File: config.mk
export PLATFORM = sky130hd
export DESIGN_NAME = ft8_qso_auto_sequencer
export DESIGN_NICKNAME = d
export VERILOG_FILES = /design/src/rtl/core/ft8qso_pkg.sv /design/src/rtl/core/ft8_qso_auto_sequencer.sv
export VERILOG_INCLUDE_DIRS = /design/src /design/src/rtl/core
export SDC_FILE = /design/constraint.sdc
export NUM_CORES = 1
export LEC_CHECK = 0
export BUFFER_PORTS_ARGS = -buffer_cell sky130_fd_sc_hd__buf_2
export CORE_ASPECT_RATIO = 0.6
export CORE_MARGIN = 8
export CORE_UTILIZATION = 30
export CTS_CLUSTER_DIAMETER = 100
export DETAILED_ROUTE_END_ITERATION = 7
export GPL_ROUTABILITY_DRIVEN = 0
export PLACE_DENSITY = 0.51
export SYNTH_ARGS = -nofsm -noshare
export SYNTH_HDL_FRONTEND = slang
export SYNTH_SLANG_ARGS = --single-unit
File: constraint.sdc
create_clock -name clk -period 6.7 [get_ports clk]
set_input_delay 0.67 -clock clk [delete_from_list [all_inputs] [get_ports clk]]
set_output_delay 0.67 -clock clk [all_outputs]
set_load 0.05 [all_outputs]
File: src/rtl/core/assert_macros.svh
// ----------------------------------------------------------------------------
// Assertion macros
// Clocked assertion helpers shared by the RTL. Define ASSERT_OFF to drop them.
// ----------------------------------------------------------------------------
`ifndef ASSERT_MACROS_SVH
`define ASSERT_MACROS_SVH

`ifndef ASSERT_OFF
// prop must hold at every clock edge outside reset
`define ASSERT_PROP(lbl, clk, rst_n, prop) \
	lbl: assert property (@(posedge clk) disable iff (!rst_n) prop) \
		else $error("assertion failed");
// expr must never be true outside reset
`define ASSERT_NEVER(lbl, clk, rst_n, expr) \
	lbl: assert property (@(posedge clk) disable iff (!rst_n) !(expr)) \
		else $error("forbidden condition seen");
`else
`define ASSERT_PROP(lbl, clk, rst_n, prop)
`define ASSERT_NEVER(lbl, clk, rst_n, expr)
`endif

`endif

File: src/rtl/core/ft8qso_pkg.sv
// ----------------------------------------------------------------------------
// ft8qso_pkg
// Types, codes and the message classifier of the FT8 contact sequencer.
// ----------------------------------------------------------------------------
`timescale 1ns / 1ps

package ft8qso_pkg;

	localparam int CALL_W = 28;
	localparam int CFG_W  = 28;

	// commands
	localparam logic [2:0] CMD_CQ     = 3'd0;
	localparam logic [2:0] CMD_TOUCH  = 3'd1;
	localparam logic [2:0] CMD_DECODE = 3'd2;
	localparam logic [2:0] CMD_TICK   = 3'd3;
	localparam logic [2:0] CMD_FETCH  = 3'd4;

	// messages
	localparam logic [2:0] MSG_NONE = 3'd0;
	localparam logic [2:0] MSG_TX1  = 3'd1;
	localparam logic [2:0] MSG_TX2  = 3'd2;
	localparam logic [2:0] MSG_TX3  = 3'd3;
	localparam logic [2:0] MSG_TX4  = 3'd4;
	localparam logic [2:0] MSG_TX5  = 3'd5;
	localparam logic [2:0] MSG_CQ   = 3'd6;

	// sequencer states
	localparam logic [2:0] ST_IDLE         = 3'd0;
	localparam logic [2:0] ST_REPLYING     = 3'd1;
	localparam logic [2:0] ST_REPORT       = 3'd2;
	localparam logic [2:0] ST_ROGER_REPORT = 3'd3;
	localparam logic [2:0] ST_ROGERS       = 3'd4;
	localparam logic [2:0] ST_SIGNOFF      = 3'd5;
	localparam logic [2:0] ST_CALLING      = 3'd6;

	// register indexes
	localparam logic [1:0] CFG_MY_CALL     = 2'd0;
	localparam logic [1:0] CFG_MAX_RETRIES = 2'd1;
	localparam logic [1:0] CFG_SKIP_FIRST  = 2'd2;
	localparam logic [1:0] CFG_BEACON      = 2'd3;

	localparam logic [3:0]        MAX_RETRIES_RST = 4'd2;
	localparam logic [CALL_W-1:0] CQ_CODE         = 28'd2;

	// report texts, first character in the top byte
	localparam logic [31:0] TEXT_73   = 32'h3733_0000;
	localparam logic [31:0] TEXT_RR73 = 32'h5252_3733;
	localparam logic [31:0] TEXT_RRR  = 32'h5252_5200;
	localparam logic [7:0]  CHAR_R    = 8'h52;

	typedef struct packed {
		logic [2:0]        command;
		logic [CALL_W-1:0] call_to;
		logic [CALL_W-1:0] sender_call;
		logic [31:0]       report_text;
		logic              is_grid;
		logic signed [7:0] decode_snr;
		logic signed [7:0] received_report;
	} req_t;

	typedef struct packed {
		logic              tx_needed;
		logic [2:0]        next_msg;
		logic [2:0]        seq_state;
		logic [3:0]        retry_count;
		logic [CALL_W-1:0] partner_call;
		logic signed [7:0] report_snr;
		logic signed [7:0] partner_report;
		logic              log_pulse;
	} rsp_t;

	// Message kind of a decode; text is cut at its first zero byte
	function automatic logic [2:0] classify(logic [31:0] text, logic grid);
		logic [31:0] s;
		logic [2:0]  kind;
		s = text;
		priority if (text[31:24] == 8'd0) s = 32'd0;
		else if (text[23:16] == 8'd0) s = {text[31:24], 24'd0};
		else if (text[15:8] == 8'd0) s = {text[31:16], 16'd0};
		else if (text[7:0] == 8'd0) s = {text[31:8], 8'd0};
		else s = text;
		priority if (grid) kind = MSG_TX1;
		else if (s == TEXT_73) kind = MSG_TX5;
		else if (s == TEXT_RR73 || s == TEXT_RRR) kind = MSG_TX4;
		else if (s[31:24] == CHAR_R) kind = MSG_TX3;
		else kind = MSG_TX2;
		return kind;
	endfunction

endpackage

File: src/rtl/core/ft8_qso_auto_sequencer.sv
// ----------------------------------------------------------------------------
// ft8_qso_auto_sequencer
// Auto-sequencer for one FT8 contact: classifies decodes and steps a
// seven-state machine with per-step retry limits.
// ----------------------------------------------------------------------------
// Usage:
//   req channel (req_valid/req_ready/req) carries one command per request:
//   start CQ, touch, decode, slot tick or fetch. Each request gives exactly
//   one response on rsp (rsp_valid/rsp_ready/rsp) showing the state after
//   the update.
//   A request accepted is registered in stage 1 and its response is then
//   registered in the response register.
//   Throughput: one request per cycle while rsp is taken; the state update
//   is a single pass of classifier, compares and muxing between the stage 1
//   register and the response register.
//   If the receiver stalls, one response waits in the output register and one
//   more request is held in stage 1; req_ready then drops until rsp is taken.
//   Reset clears the contact state, loads the default registers (retry limit
//   two) and empties both stages.
//   cfg_we writes register cfg_idx from cfg_wdata; write only while idle.
// ----------------------------------------------------------------------------
`timescale 1ns / 1ps

`include "assert_macros.svh"

module ft8_qso_auto_sequencer (
	input  logic                                 clk,
	input  logic                                 arst_n,
	input  logic                                 cfg_we,
	input  logic [1:0]                           cfg_idx,
	input  logic [ft8qso_pkg::CFG_W-1:0]         cfg_wdata,
	input  logic                                 req_valid,
	output logic                                 req_ready,
	input  ft8qso_pkg::req_t                     req,
	output logic                                 rsp_valid,
	input  logic                                 rsp_ready,
	output ft8qso_pkg::rsp_t                     rsp
);

	// configuration
	logic [ft8qso_pkg::CALL_W-1:0] my_call_q;
	logic [3:0]                    max_retries_q;
	logic                          skip_first_q;
	logic                          beacon_q;

	// contact state
	logic [2:0]                    mode_q;
	logic [2:0]                    pending_q;
	logic [3:0]                    retries_used_q;
	logic [3:0]                    retries_allowed_q;
	logic [ft8qso_pkg::CALL_W-1:0] dx_call_q;
	logic signed [7:0]             snr_q;
	logic signed [7:0]             rsl_q;
	logic                          logged_q;

	// stage 1 and response register
	ft8qso_pkg::req_t req_s1;
	logic             valid_s1;
	ft8qso_pkg::rsp_t rsp_q;
	logic             rsp_valid_q;
	logic             advance;

	// next-state values
	logic [2:0]                    n_mode;
	logic [2:0]                    n_pend;
	logic [3:0]                    n_used;
	logic [3:0]                    n_allow;
	logic [ft8qso_pkg::CALL_W-1:0] n_dx;
	logic signed [7:0]             n_snr;
	logic signed [7:0]             n_rsl;
	logic                          n_logged;
	logic                          need;
	logic                          pulse;
	logic [2:0]                    kind;
	logic                          to_me;
	logic                          do_resp;
	logic                          force_step;
	logic                          resp_need;

	// terms used by the checks
	logic                          fetch_adv;
	logic                          rsp_late_msg;
	logic                          rsp_no_msg;

	assign advance   = valid_s1 && (!rsp_valid_q || rsp_ready);
	assign req_ready = !valid_s1 || advance;
	assign rsp_valid = rsp_valid_q;
	assign rsp       = rsp_q;

	// configuration registers
	always_ff @(posedge clk or negedge arst_n) begin
		if (!arst_n) begin
			my_call_q     <= '0;
			max_retries_q <= ft8qso_pkg::MAX_RETRIES_RST;
			skip_first_q  <= 1'b0;
			beacon_q      <= 1'b0;
		end else if (cfg_we) begin
			unique case (cfg_idx)
				ft8qso_pkg::CFG_MY_CALL:     my_call_q     <= cfg_wdata[ft8qso_pkg::CALL_W-1:0];
				ft8qso_pkg::CFG_MAX_RETRIES: max_retries_q <= cfg_wdata[3:0];
				ft8qso_pkg::CFG_SKIP_FIRST:  skip_first_q  <= cfg_wdata[0];
				ft8qso_pkg::CFG_BEACON:      beacon_q      <= cfg_wdata[0];
			endcase
		end
	end

	// stage 1 request register
	always_ff @(posedge clk or negedge arst_n) begin
		if (!arst_n) begin
			valid_s1 <= 1'b0;
		end else if (req_ready) begin
			valid_s1 <= req_valid;
		end
	end

	always_ff @(posedge clk) begin
		if (req_ready && req_valid) begin
			req_s1 <= req;
		end
	end

	// sequencer update for the request in stage 1
	always_comb begin
		n_mode     = mode_q;
		n_pend     = pending_q;
		n_used     = retries_used_q;
		n_allow    = retries_allowed_q;
		n_dx       = dx_call_q;
		n_snr      = snr_q;
		n_rsl      = rsl_q;
		n_logged   = logged_q;
		need       = 1'b0;
		pulse      = 1'b0;
		do_resp    = 1'b0;
		force_step = 1'b0;
		resp_need  = 1'b0;
		kind       = ft8qso_pkg::classify(req_s1.report_text, req_s1.is_grid);
		to_me      = (req_s1.call_to == my_call_q);

		unique case (req_s1.command)
			ft8qso_pkg::CMD_CQ: begin
				n_dx    = ft8qso_pkg::CQ_CODE;
				n_mode  = ft8qso_pkg::ST_CALLING;
				n_pend  = ft8qso_pkg::MSG_CQ;
				n_used  = 4'd0;
				n_allow = 4'd0;
			end
			ft8qso_pkg::CMD_TOUCH: begin
				if (to_me) begin
					do_resp    = 1'b1;
					force_step = 1'b1;
				end else begin
					// foreign decode taken as a CQ from the sender
					n_dx    = req_s1.sender_call;
					n_snr   = req_s1.decode_snr;
					n_used  = 4'd0;
					n_allow = max_retries_q;
					if (skip_first_q) begin
						n_mode = ft8qso_pkg::ST_REPORT;
						n_pend = ft8qso_pkg::MSG_TX2;
					end else begin
						n_mode = ft8qso_pkg::ST_REPLYING;
						n_pend = ft8qso_pkg::MSG_TX1;
					end
				end
			end
			ft8qso_pkg::CMD_DECODE: begin
				// mid-contact, only the current partner may advance us
				if (to_me && !((mode_q == ft8qso_pkg::ST_REPLYING ||
						mode_q == ft8qso_pkg::ST_REPORT ||
						mode_q == ft8qso_pkg::ST_ROGER_REPORT) &&
						req_s1.sender_call != dx_call_q)) begin
					do_resp = 1'b1;
				end
			end
			ft8qso_pkg::CMD_TICK: begin
				unique case (mode_q)
					ft8qso_pkg::ST_REPLYING, ft8qso_pkg::ST_REPORT,
					ft8qso_pkg::ST_ROGER_REPORT, ft8qso_pkg::ST_ROGERS: begin
						if (retries_used_q < retries_allowed_q) begin
							// resend the message of this step
							n_used = retries_used_q + 4'd1;
							unique case (mode_q)
								ft8qso_pkg::ST_REPLYING: n_pend = ft8qso_pkg::MSG_TX1;
								ft8qso_pkg::ST_REPORT:   n_pend = ft8qso_pkg::MSG_TX2;
								ft8qso_pkg::ST_ROGER_REPORT: n_pend = ft8qso_pkg::MSG_TX3;
								default:                 n_pend = ft8qso_pkg::MSG_TX4;
							endcase
						end else if (mode_q == ft8qso_pkg::ST_ROGERS) begin
							n_mode   = ft8qso_pkg::ST_IDLE;
							n_pend   = ft8qso_pkg::MSG_NONE;
							n_logged = 1'b0;
						end else begin
							n_mode = ft8qso_pkg::ST_SIGNOFF;
							n_pend = ft8qso_pkg::MSG_TX5;
						end
					end
					ft8qso_pkg::ST_CALLING, ft8qso_pkg::ST_SIGNOFF: begin
						n_mode   = ft8qso_pkg::ST_IDLE;
						n_pend   = ft8qso_pkg::MSG_NONE;
						n_logged = 1'b0;
					end
					default: ;
				endcase
			end
			ft8qso_pkg::CMD_FETCH: begin
				if ((pending_q == ft8qso_pkg::MSG_TX4 || pending_q == ft8qso_pkg::MSG_TX5) &&
						!logged_q) begin
					n_logged = 1'b1;
					pulse    = 1'b1;
				end
				if (pending_q != ft8qso_pkg::MSG_NONE) begin
					// give up once a nonzero limit is spent
					if (retries_allowed_q != 4'd0 && retries_used_q >= retries_allowed_q) begin
						n_mode = ft8qso_pkg::ST_SIGNOFF;
					end
					need = 1'b1;
				end
			end
			default: ;
		endcase

		// response to a decode addressed to us
		if (do_resp) begin
			n_dx  = req_s1.sender_call;
			n_snr = req_s1.decode_snr;
			if (force_step) begin
				// touch: align the state with the kind of message heard
				n_pend  = ft8qso_pkg::MSG_NONE;
				n_used  = 4'd0;
				n_allow = 4'd0;
				unique case (kind)
					ft8qso_pkg::MSG_TX1: n_mode = ft8qso_pkg::ST_CALLING;
					ft8qso_pkg::MSG_TX2: n_mode = ft8qso_pkg::ST_REPLYING;
					ft8qso_pkg::MSG_TX3: n_mode = ft8qso_pkg::ST_REPORT;
					ft8qso_pkg::MSG_TX4: n_mode = ft8qso_pkg::ST_ROGER_REPORT;
					default:             n_mode = ft8qso_pkg::ST_ROGERS;
				endcase
			end
			if (kind == ft8qso_pkg::MSG_TX2 || kind == ft8qso_pkg::MSG_TX3) begin
				n_rsl = req_s1.received_report;
			end
			if (n_mode == ft8qso_pkg::ST_IDLE && beacon_q) begin
				n_mode = ft8qso_pkg::ST_CALLING;
			end

			unique case (n_mode)
				ft8qso_pkg::ST_CALLING: begin
					if (kind == ft8qso_pkg::MSG_TX1) begin
						n_mode = ft8qso_pkg::ST_REPORT;
						n_pend = ft8qso_pkg::MSG_TX2;
						n_used = 4'd0;
						n_allow = max_retries_q;
						resp_need = 1'b1;
					end else if (kind == ft8qso_pkg::MSG_TX2) begin
						n_mode = ft8qso_pkg::ST_ROGER_REPORT;
						n_pend = ft8qso_pkg::MSG_TX3;
						n_used = 4'd0;
						n_allow = max_retries_q;
						resp_need = 1'b1;
					end else if (kind == ft8qso_pkg::MSG_TX3) begin
						n_mode = ft8qso_pkg::ST_ROGERS;
						n_pend = ft8qso_pkg::MSG_TX4;
						n_used = 4'd0;
						n_allow = max_retries_q;
						resp_need = 1'b1;
					end
				end
				ft8qso_pkg::ST_REPLYING: begin
					if (kind == ft8qso_pkg::MSG_TX2) begin
						n_mode = ft8qso_pkg::ST_ROGER_REPORT;
						n_pend = ft8qso_pkg::MSG_TX3;
						n_used = 4'd0;
						n_allow = max_retries_q;
						resp_need = 1'b1;
					end else if (kind == ft8qso_pkg::MSG_TX3) begin
						n_mode = ft8qso_pkg::ST_ROGERS;
						n_pend = ft8qso_pkg::MSG_TX4;
						n_used = 4'd0;
						n_allow = max_retries_q;
						resp_need = 1'b1;
					end else if (kind == ft8qso_pkg::MSG_TX4 || kind == ft8qso_pkg::MSG_TX5) begin
						n_mode = ft8qso_pkg::ST_SIGNOFF;
						n_pend = ft8qso_pkg::MSG_TX5;
						n_used = 4'd0;
						n_allow = 4'd0;
						resp_need = 1'b1;
					end
				end
				ft8qso_pkg::ST_REPORT: begin
					if (kind == ft8qso_pkg::MSG_TX3) begin
						n_mode = ft8qso_pkg::ST_ROGERS;
						n_pend = ft8qso_pkg::MSG_TX4;
						n_used = 4'd0;
						n_allow = max_retries_q;
						resp_need = 1'b1;
					end else if (kind == ft8qso_pkg::MSG_TX4 || kind == ft8qso_pkg::MSG_TX5) begin
						n_mode = ft8qso_pkg::ST_SIGNOFF;
						n_pend = ft8qso_pkg::MSG_TX5;
						n_used = 4'd0;
						n_allow = 4'd0;
						resp_need = 1'b1;
					end
				end
				ft8qso_pkg::ST_ROGER_REPORT: begin
					if (kind == ft8qso_pkg::MSG_TX4 || kind == ft8qso_pkg::MSG_TX5) begin
						n_mode = ft8qso_pkg::ST_SIGNOFF;
						n_pend = ft8qso_pkg::MSG_TX5;
						n_used = 4'd0;
						n_allow = 4'd0;
						resp_need = 1'b1;
					end
				end
				ft8qso_pkg::ST_ROGERS: begin
					// contact closes without a reply; the logged flag stays
					if (kind == ft8qso_pkg::MSG_TX4 || kind == ft8qso_pkg::MSG_TX5) begin
						n_mode = ft8qso_pkg::ST_IDLE;
						n_pend = ft8qso_pkg::MSG_NONE;
						n_used = 4'd0;
						n_allow = 4'd0;
					end
				end
				ft8qso_pkg::ST_SIGNOFF: begin
					if (kind != ft8qso_pkg::MSG_TX4) begin
						n_mode = ft8qso_pkg::ST_IDLE;
						n_pend = ft8qso_pkg::MSG_NONE;
						n_used = 4'd0;
						n_allow = 4'd0;
					end
				end
				default: ;
			endcase
			// a touch never asks for a transmission
			need = resp_need && !force_step;
		end
	end

	// contact state update
	always_ff @(posedge clk or negedge arst_n) begin
		if (!arst_n) begin
			mode_q            <= ft8qso_pkg::ST_IDLE;
			pending_q         <= ft8qso_pkg::MSG_NONE;
			retries_used_q    <= 4'd0;
			retries_allowed_q <= 4'd0;
			dx_call_q         <= '0;
			snr_q             <= 8'sd0;
			rsl_q             <= 8'sd0;
			logged_q          <= 1'b0;
		end else if (advance) begin
			mode_q            <= n_mode;
			pending_q         <= n_pend;
			retries_used_q    <= n_used;
			retries_allowed_q <= n_allow;
			dx_call_q         <= n_dx;
			snr_q             <= n_snr;
			rsl_q             <= n_rsl;
			logged_q          <= n_logged;
		end
	end

	// response register
	always_ff @(posedge clk or negedge arst_n) begin
		if (!arst_n) begin
			rsp_valid_q <= 1'b0;
		end else if (advance) begin
			rsp_valid_q <= 1'b1;
		end else if (rsp_ready) begin
			rsp_valid_q <= 1'b0;
		end
	end

	always_ff @(posedge clk) begin
		if (advance) begin
			rsp_q.tx_needed      <= need;
			rsp_q.next_msg       <= n_pend;
			rsp_q.seq_state      <= n_mode;
			rsp_q.retry_count    <= n_used;
			rsp_q.partner_call   <= n_dx;
			rsp_q.report_snr     <= n_snr;
			rsp_q.partner_report <= n_rsl;
			rsp_q.log_pulse      <= pulse;
		end
	end

	// checks
	assign fetch_adv    = advance && (req_s1.command == ft8qso_pkg::CMD_FETCH);
	assign rsp_late_msg = (rsp_q.next_msg == ft8qso_pkg::MSG_TX4) ||
	                      (rsp_q.next_msg == ft8qso_pkg::MSG_TX5);
	assign rsp_no_msg   = (rsp_q.next_msg == ft8qso_pkg::MSG_NONE);

	`ASSERT_PROP(a_ready_when_free, clk, arst_n, !rsp_valid_q |-> req_ready)
	`ASSERT_PROP(a_retry_bound, clk, arst_n, retries_used_q <= retries_allowed_q)
	`ASSERT_PROP(a_log_on_fetch, clk, arst_n, $rose(logged_q) |-> $past(fetch_adv))
	`ASSERT_PROP(a_pulse_msg, clk, arst_n, (rsp_valid_q && rsp_q.log_pulse) |-> rsp_late_msg)
	`ASSERT_NEVER(a_need_without_msg, clk, arst_n, rsp_valid_q && rsp_q.tx_needed && rsp_no_msg)

endmodule
==> flow_metrics.tcl <==
set metrics [dict create \
    yosys_synthesis_warning_count 0 \
    fin_hold_ws_ns 0.1561 \
    drt_pass_1_iters 6 \
    drt_iter0_drc 678 \
    timing_worst_setup_path_type "flip-flop to flip-flop" \
    placed_cells 1530 \
    synth_commonest_cells "edfxtp_1, dfrtp_1, mux2_2, nand2_1, nor2_1" \
    clock_tree.htree_level_count 1 \
    ys_seq_elements 259 \
    clk_transition_reported_paths_ns 0.06 \
    intPower_mw 3.407 \
    layout.nets 1194 \
    vias 7762 \
    hold_class "primary input to asynchronous set/reset pin" \
    die_w_um 268.1 \
    cts_inserted_buffers 27 \
    max-cap-violations 0 \
    cts_resized 0 \
    power_frac_comb_pct 25.3 \
    clock.fmax_mhz 245.0 \
    power.leakage_nw 5.370 \
    cts_hold_buffers 0 \
    grt_residual_overflow 0 \
    count_of_flip_flops_with_a_built_in_enable_after_synthesis 164 \
    dominantRegCellSynth "edfxtp_1" \
    place_hpwl_um 22320 \
    final_period_minus_worst_setup_slack_ns 4.081 \
    stdcell_count 1578 \
    clock_skew_ns 0.01228 \
    final_layout_size_suffix_gt1_share_pct 32.49 \
    async_reset_ff_share_pct 36.68 \
    initial_cell_density_of_the_core_pct 30.39 \
    vdd_ir_drop_max_uv 175.0 \
    swShare_pct 32.53 \
    antenna_left 0 \
    final_design_area_no_fill_mm2 0.01387 \
    synth_top_area_share_pct 43.05 \
    yosys-top-cells-area "edfxtp_1, dfrtp_1, mux2_2" \
    final_core_utilization_pct 36.85 \
    synthCells 847 \
    dpl-instance-area_mm2 0.01297 \
    post-layout-total-power_mw 5.049 \
    ios 201 \
    max-clock-path-buffers 3 \
    area_growth_syn_to_layout_pct 21.25 \
    grt.total_usage_pct 13.47 \
    routed_wirelength_um 31270 \
    pwr-share-seq_pct 44.4 \
    syn_nets 995 \
    synth_top_cell_by_area "edfxtp_1" \
    final-setup-viol-count 0 \
    power.switching_mw 1.642 \
    route.detailed.wl_per_inst_um 19.82 \
    place_ws_ns 2.576 \
    critPathRequiredTime_ns 7.18 \
    timing_max_transition_violations_final 0 \
    antenna_cells 0 \
    core-area_mm2 0.03764 \
    filler_cell_count 3618 \
    hold_viol 0 \
    status "finished, final reports clean" \
    buffer_ports.inserted 200 \
    ys_seq_area_share_pct 63.84 \
    worstMarginPinSlew_ns 0.9428 \
    area_of_the_die_mm2 0.04484 \
    synthesis.area_mm2 0.01144 \
    crit_path_start_kind "flip-flop" \
    worst_ep_arrival_time_ns 4.56 \
    grt_setup_unrepaired "no" \
    crit_path_max_fanout 30 \
    share_clk_of_total_power_pct 30.3 \
    route.detailed.vias_per_inst 4.919 \
    syn_avg_cell_area_um2 13.51 \
    end_kind "flip-flop" \
    cts_root_buffer "clkbuf_16" \
    tns_ns 0 \
    post-route-period-util_pct 60.91 \
    grt_pass1_vias 7848 \
    clock_tree_from_tritoncts "done" \
    final_critical_path_setup_slack_ns 2.619 \
    cellPowerDensity_mw_per_mm2 364.0 \
    maximum_number_of_pins_on_one_net_before_global_route_repair 74 \
    slew-limit-headroom_pct 37.15 \
    num_rows 55 \
    cts.sinks 259 \
    grt_pass1_wl_um 47840 \
    post-synth-top-count-cell "edfxtp_1" \
    floorplan.die.height_um 167.3 \
    number_of_different_library_cells_in_the_post_synthesis_netlist 78 \
    clkLatencyLatePin_ns 0.54 \
    post-cts-setup-buffer-count 0 \
    antenna_found_initial 5 \
    drc 0 \
]
[power by group through the flow]
stage	combinational [mW]	clock (mW)	sequential (mW)
finish	1.28	1.53	2.24
CTS	1.28	1.59	2.24
floorplan	0.768	0	2.40
global placement	1.27	0	2.27
detailed placement	1.27	0	2.27
global route	1.39	1.65	2.28
[cell usage in the layout, fill, tap and decap left out, types with 5 or more instances in the layout]
master / synthesis / layout
a31oi_1: 5 / 5
nor4_1: 17 / 17
xnor2_1: 25 / 25
dfrtp_1: 94 / 94
a32o_1: 28 / 28
a22oi_1: 7 / 7
xor2_1: 32 / 32
mux2_1: 8 / 8
buf_2: 4 / 199
nand2_1: 74 / 74
and3_1: 6 / 6
nor2_1: 62 / 62
or3_1: 5 / 5
a211oi_1: 8 / 8
o21ai_1: 9 / 9
ha_1: 5 / 5
a221o_1: 5 / 5
nand4_1: 14 / 14
inv_1: 10 / 9
clkinv_2: 0 / 5
edfxtp_1: 164 / 164
mux2_2: 74 / 74
o21ai_0: 17 / 17
clkbuf_16: 0 / 27
nand3_1: 13 / 13
nor3_1: 17 / 17
buf_4: 1 / 9
a21oi_1: 24 / 24
nand2b_1: 6 / 6
[area by class of cell]
class	instances	area (um2)	area share, %
inverter	10	40.04	0.2887
timing repair buffer	208	1064	7.667
multi-input combinational	540	3925	28.30
tap	513	641.9	4.627
clock buffer	34	742.0	5.349
clock inverter	14	155.1	1.119
sequential	259	7303	52.65
[critical path, cell delays in order (launching register included)]
cell and delay (ns):
dfrtp_1 0.38, xor2_1 0.17, nor4_1 0.70, nand3_1 0.25
or2_1 0.43, or3_1 0.40, buf_4 0.26, nand2_1 0.63
buf_4 0.41, a32o_1 0.21, mux2_2 0.15
[kinds of logic (layout without fill, tap and decap cells)]
group	count (synthesis)	after routing	share of synthesized area, %
and+or+nand+nor	239	239	10.37
muxes	84	84	8.247
buffers and inverters	48	266	1.914
DFF	259	259	63.84
xor gates and xnor gates	57	57	4.364
adders and majority gates	5	5	0.5469
AOI/OAI and AO/OA	155	155	10.72
[worst paths after layout]
path	startpoint	end	slack (ns)	depth (start not counted)
worst max register to register	my_call_q[17]$_DFFE_PN0P_	dx_call_q[0]$_DFFE_PN0P_	2.62	10
min in group clk	req[38]	req_s1[38]$_DFFE_PP_	0.30	1
worst min-delay path	arst_n	rsl_q[3]$_DFFE_PN0P_	0.16	1
max in group asynchronous	arst_n	my_call_q[16]$_DFFE_PN0P_	5.30	2
worst max-delay path	my_call_q[17]$_DFFE_PN0P_	dx_call_q[0]$_DFFE_PN0P_	2.62	10
worst min register to register	snr_q[7]$_DFFE_PN0P_	snr_q[7]$_DFFE_PN0P_	0.47	2
[flip-flops by register name (all words and copies together), names as in the netlist, 3 cells and up]
signal and cells:
req_s1 108, rsp 56, dx_call_q 28, my_call_q 28, rsl_q 8, snr_q 8, max_retries_q 4, retries_allowed_q 4
retries_used_q 4, mode_q 3, pending_q 3
[routing by layer]
layer / share of wire [%] / up-vias / GRT usage [%]
met1: 48 / 3758 / 19.84
met3: 8.8 / 60 / 4.520
li1: - / 3621 / -
met4: 2.3 / 10 / 2.933
met2: 41 / 313 / 18.81
met5: 0.22 / - / 0
Note: power is estimated with default switching activity, not from simulation.
